--- config.mk ---
export PLATFORM = sky130hd
export DESIGN_NAME = scm_ctrl
export DESIGN_NICKNAME = d
export VERILOG_FILES = /design/src/hdl/scm_pkg.sv /design/src/hdl/scm_ctrl.sv
export VERILOG_INCLUDE_DIRS = /design/src /design/src/hdl
export SDC_FILE = /design/constraint.sdc
export NUM_CORES = 1
export LEC_CHECK = 0
export BUFFER_PORTS_ARGS = -buffer_cell sky130_fd_sc_hd__buf_2
export CORE_ASPECT_RATIO = 1.4
export CORE_MARGIN = 2
export CORE_UTILIZATION = 44
export CTS_CLUSTER_SIZE = 25
export DETAILED_ROUTE_END_ITERATION = 6
export GPL_TIMING_DRIVEN = 1
export PLACE_DENSITY = 0.85
export SETUP_SLACK_MARGIN = 0.05
export SYNTH_ARGS = -nofsm -noshare
export SYNTH_HDL_FRONTEND = slang
export SYNTH_SLANG_ARGS = --single-unit
export TNS_END_PERCENT = 1
--- constraint.sdc ---
create_clock -name clk_i -period 1.8 [get_ports clk_i]
set_input_delay 0.09 -clock clk_i [delete_from_list [all_inputs] [get_ports clk_i]]
set_output_delay 0.09 -clock clk_i [all_outputs]
set_load 0.02 [all_outputs]
--- src/hdl/sparse_coo_matrix_multiply_macros.svh ---
// assertion macros used by the rtl controller scm_ctrl
`ifndef SPARSE_COO_MATRIX_MULTIPLY_MACROS_SVH
`define SPARSE_COO_MATRIX_MULTIPLY_MACROS_SVH

// assert that a implies b in the same cycle
`define SCM_ASSERT_IMP(label, clk, rst_n, a, b) \
  label: assert property (@(posedge clk) disable iff (!rst_n) (a) |-> (b)) \
    else $error("assertion failed");

// assert that a implies b in the next cycle
`define SCM_ASSERT_NEXT(label, clk, rst_n, a, b) \
  label: assert property (@(posedge clk) disable iff (!rst_n) (a) |=> (b)) \
    else $error("assertion failed");

`endif

--- src/hdl/scm_pkg.sv ---
// ----------------------------------------------------------------------------
// scm_pkg
// shared constants and types of the sparse coo multiplier
// ----------------------------------------------------------------------------
package scm_pkg;

  localparam int unsigned DefADepth    = 64;
  localparam int unsigned DefBDepth    = 64;
  localparam int unsigned DefCDepth    = 64;
  localparam int unsigned DefIndexBits = 10;
  localparam int unsigned FieldBits    = 10;
  localparam int unsigned ValueBits    = 32;

  typedef enum logic [1:0] {
    FUNC_LOAD_A  = 2'd0,
    FUNC_LOAD_B  = 2'd1,
    FUNC_COMPUTE = 2'd2,
    FUNC_NONE    = 2'd3
  } func_e;

  // controller to datapath
  typedef struct packed {
    logic load_a;     // store input in a
    logic load_b;     // store input in b
    logic clr_job;    // clear counts and flag
    logic clr_table;  // start table empty
    logic rd_ab;      // read a[ai], b[bi]
    logic step_ab;    // advance pair indices
    logic pair_chk;   // evaluate read pair (registered)
    logic mul;        // register product
    logic srch_start; // begin table search
    logic srch_step;  // advance search index
    logic rd_c;       // read table entry at search index
    logic upd;        // write result of search
    logic emit_start; // reset emit index
    logic emit_rd;    // read table entry at emit index
    logic emit_load;  // load output register
    logic emit_step;  // advance emit index
  } cmd_t;

  // datapath to controller
  typedef struct packed {
    logic ab_done;    // all pairs visited
    logic pair_hit;   // registered pair matches
    logic srch_done;  // search index reached count
    logic srch_hit;   // read entry matches key
    logic emit_last;  // emit index at final entry
  } sts_t;

endpackage

--- src/hdl/scm_ctrl.sv ---
// ----------------------------------------------------------------------------
// scm_ctrl
// sequencer of load, pair scan, table search and emit
// ----------------------------------------------------------------------------
`include "sparse_coo_matrix_multiply_macros.svh"
module scm_ctrl
  import scm_pkg::*;
(
  input  logic       clk_i,
  input  logic       rst_ni,
  input  logic       in_valid_i,
  input  logic [1:0] func_i,
  output logic       in_ready_o,
  input  logic       out_valid_i,
  input  logic       out_ready_i,
  input  sts_t       sts_i,
  output cmd_t       cmd_o
);

  typedef enum logic [10:0] {
    S_IDLE  = 11'b00000000001,
    S_RDAB  = 11'b00000000010,
    S_PAIR  = 11'b00000000100,
    S_CHK   = 11'b00000001000,
    S_MUL   = 11'b00000010000,
    S_SRD   = 11'b00000100000,
    S_SCMP  = 11'b00001000000,
    S_ERD   = 11'b00010000000,
    S_ELD   = 11'b00100000000,
    S_EWAIT = 11'b01000000000,
    S_CLR   = 11'b10000000000
  } state_e;

  state_e state_q, state_d;
  logic   acc;

  assign in_ready_o = (state_q == S_IDLE);
  assign acc = in_valid_i && in_ready_o;

  always_ff @(posedge clk_i or negedge rst_ni) begin
    if (!rst_ni) state_q <= S_IDLE;
    else state_q <= state_d;
  end

  always_comb begin
    state_d = state_q;
    cmd_o   = '0;
    unique case (state_q)
      S_IDLE: begin
        if (acc) begin
          case (func_i)
            FUNC_LOAD_A:  cmd_o.load_a = 1'b1;
            FUNC_LOAD_B:  cmd_o.load_b = 1'b1;
            FUNC_COMPUTE: begin
              cmd_o.clr_table = 1'b1;
              state_d = S_RDAB;
            end
            default: ;
          endcase
        end
      end
      S_RDAB: begin
        if (sts_i.ab_done) begin
          cmd_o.emit_start = 1'b1;
          state_d = S_ERD;
        end else begin
          cmd_o.rd_ab = 1'b1;
          cmd_o.step_ab = 1'b1;
          state_d = S_PAIR;
        end
      end
      S_PAIR: begin
        cmd_o.pair_chk = 1'b1;
        state_d = S_CHK;
      end
      S_CHK: begin
        if (sts_i.pair_hit) begin
          cmd_o.mul = 1'b1;
          cmd_o.srch_start = 1'b1;
          state_d = S_MUL;
        end else state_d = S_RDAB;
      end
      S_MUL, S_SRD: begin
        if (sts_i.srch_done) begin
          cmd_o.upd = 1'b1;
          state_d = S_RDAB;
        end else begin
          cmd_o.rd_c = 1'b1;
          state_d = S_SCMP;
        end
      end
      S_SCMP: begin
        if (sts_i.srch_hit) begin
          cmd_o.upd = 1'b1;
          state_d = S_RDAB;
        end else begin
          cmd_o.srch_step = 1'b1;
          state_d = S_SRD;
        end
      end
      S_ERD: begin
        cmd_o.emit_rd = 1'b1;
        state_d = S_ELD;
      end
      S_ELD: begin
        if (!out_valid_i || out_ready_i) begin
          cmd_o.emit_load = 1'b1;
          if (sts_i.emit_last) state_d = S_CLR;
          else begin
            cmd_o.emit_step = 1'b1;
            state_d = S_EWAIT;
          end
        end
      end
      S_EWAIT: state_d = S_ERD;
      S_CLR: begin
        cmd_o.clr_job = 1'b1;
        state_d = S_IDLE;
      end
      default: state_d = S_IDLE;
    endcase
  end

  `SCM_ASSERT_IMP(a_load_idle, clk_i, rst_ni, cmd_o.load_a || cmd_o.load_b, state_q == S_IDLE)
  `SCM_ASSERT_IMP(a_emit_room, clk_i, rst_ni, cmd_o.emit_load, !out_valid_i || out_ready_i)
  `SCM_ASSERT_NEXT(a_clr_idle, clk_i, rst_ni, cmd_o.clr_job, state_q == S_IDLE)

endmodule

==> impl_metrics.yaml <==
status:
  run_status: "finished, violations left"
  violations: "setup timing"
worst_setup_path:
  slowest_stage: "or4_4"
  critPathArrivalTime_ns: 2.01
  crit_type: "flop to output pin"
  cp_top_family: "simple AND/OR/NAND/NOR gates"
  crit_fanout: 3
  startpoint_type: "flop"
  critPathBufInv: 1
  cp_cell_sequence: "or4_4 -> nor3_4 -> and4bb_2 -> and2b_2 -> buf_2"
  endpoint_kind: "output pin"
  critPathMaxStageDelay_ns: 0.54
  cp.required_ns: 1.71
sta:
  finalClockSkew_ns: 0.000777
  relSlewSlack: 0.727
  finalCritPeriodShare: 1.17
  setup_violations: 18
  timing.final.crit_period_ns: 2.10
  slew_viol_final: 0
  final-hold-violation-count: 0
  fmaxAchievable_mhz: 475
  worst_pin_slew_ns: 0.400
  setup_slack_ns: -0.304
  rsz0062_at_grt: "yes"
floorplanning:
  boundaryPins: 29
  initial_utilization: 0.472
  num_rows: 18
  core_area_sq_um: 1800
  die_y_microns: 56.0
  die_w_microns: 41.1
  die_area_sq_um: 2300
flow_run:
  drv_cap: 0
grt:
  grt_pass1_wl_microns: 3740
  first_global_vias: 891
  antenna_found_initial: 0
  grt-ovfl-total: 0
  grt_usage: 0.232
  grt_max_degree: 12
routing:
  routed_wl_microns: 2340
  routedWlPerCell_microns: 15.0
  dr.pass1.iters: 4
  via_count: 910
  ant_nets: 0
  via_per_inst: 5.83
  drt-initial-drc-count: 12
  drc: 0
place:
  io_buffers: 28
  place.gp.congestion: 0.874
  dp_hpwl_microns: 1760
  place_inst: 147
  post-place-ws_ns: -0.0684
yosys:
  synth-seq-cells: 11
  netlist_instances: 91
  postSynthAreaPerCell_sq_um: 9.34
  synth.top_cells.by_area: "dfrtp_1 29%, and4b_1 4.7%, o211a_1 4.7%"
  yosysWarnings: 0
  ys_seq_area_frac: 0.325
  synth_fp_nets: 103
  synth.largest_area_cell: "dfrtp_1"
  synthArstFlopShare: 1.00
  yosysUniqueCellTypes: 40
  ys.flop_type: "dfrtp_1"
  synth_edf_count: 0
  netlist_top_cells_count: "10 x dfrtp_1, 10 x nor2_1, 6 x nor3_1, 6 x o21ai_0"
  syn_area_sq_um: 850
  yosysTopAreaCellShare: 0.295
clocking:
  numCtsBuffers: 3
  h-tree-depth: 1
  cts_tree: "yes"
  cts_sinks: 11
  clockRootBuffer: "clkbuf_4"
  clk_pin_slew_ns: 0.07
  clockBufferDepth: 2
  clk_latency_ns: 0.28
cells_and_area:
  largest_register_ffs: 11
  regMostFlops: "state_q"
  top_regs: "state_q x11"
  areaGrowthSynthToFinish_pct: 45.4
  drive_gt1_frac: 0.500
  fin_cells: 156
  fin_nets: 149
  n_antenna_cell: 0
power_and_ir_drop:
  power_density_nw_per_um2: 935
  irDropWorstVdd_v: 0.000742
  p_leak_uw: 0.000683
min_path:
  worstHoldPathType: "primary input to flop"
-- per-layer routing --
metal | up-vias | global-route usage | routed length (microns) | part of all wire
met5 | - | 0 | 0 | 0
met4 | 0 | 0.111 | 50 | 0.021
met3 | 5 | 0.0280 | 115 | 0.049
met2 | 38 | 0.397 | 1290 | 0.55
met1 | 442 | 0.258 | 880 | 0.38
li1 | 425 | - | - | -
-- report_power, final --
group          switching (uW)  internal [uW]  total, uW
registers                18.1            283        301
logic                     342            330        672
clock network            94.5           86.2        181
total                     455            700       1150
-- final timing paths --
path / startpoint / to / slack, ns / cells past startpoint
min in group asynchronous: rst_ni / state_q[5] / 0.21 / 2
hold / removal: sts_i[0] / state_q[10] / 0.03 / 2
hold reg to reg: state_q[3] / state_q[3] / 0.64 / 2
max in group asynchronous: rst_ni / state_q[0] / 1.32 / 2
setup / recovery: state_q[2] / cmd_o[0] / -0.30 / 5
setup reg to reg: state_q[2] / state_q[1] / -0.07 / 6
-- layout make-up --
cell class	count	area, sq um
Fill cell	131	567
Multi-Input combinational cell	71	559
Timing Repair Buffer	48	338
Sequential cell	11	277
Clock buffer	4	26.3
Tap cell	20	25.0
Inverter	2	10.0
-- logic make-up after synthesis --
logic type,count (synthesis),synth area share
simple gates,53,0.451
compound gates,15,0.127
flops,11,0.325
buf+inv,9,0.0648
xor+xnor,2,0.0206
mux,1,0.0118
-- placed cells by master (no fill, tap or decap), drive strengths merged, types with 2 or more instances in the layout --
cell type	n
or4	3
nand2b	2
o211a	4
clkbuf	4
xor2	2
buf	46
o211ai	2
nor3	8
nor2b	3
dfrtp	10
nand4b	2
or2	2
and2b	4
nor4b	2
a2111oi	2
o21ai	6
and4b	4
nor2	10
dlygate4sd3	2
nand2	4
inv	2
-- stage by stage --
| stage | utilization | setup TNS [ns] | instance area, sq um | power [uW] | hold slack [ns] |
|---|---|---|---|---|---|
| floorplan | - | -0.217 | 886 | 695 | -0.206 |
| global route | 0.685 | -4.90 | 1230 | 1220 | 0.0629 |
| CTS | 0.669 | -3.65 | 1200 | 1130 | 0.0398 |
| global placement | 0.617 | -0.0337 | 1110 | 864 | -0.0251 |
| detailed placement | 0.617 | -0.144 | 1110 | 884 | -0.0245 |
| finish | 0.685 | -3.67 | 1230 | 1150 | 0.0337 |
-- what timing repair did --
action | in CTS | in global routing
setup endpoints to repair | 21 | 22
hold endpoints to repair | 12 | 0
setup buffers | 1 | 2
pin swaps | 7 | 6
resized for setup | 14 | 5
hold buffers | 2 | 0
No activity file was read; power rests on OpenSTA's default activity.
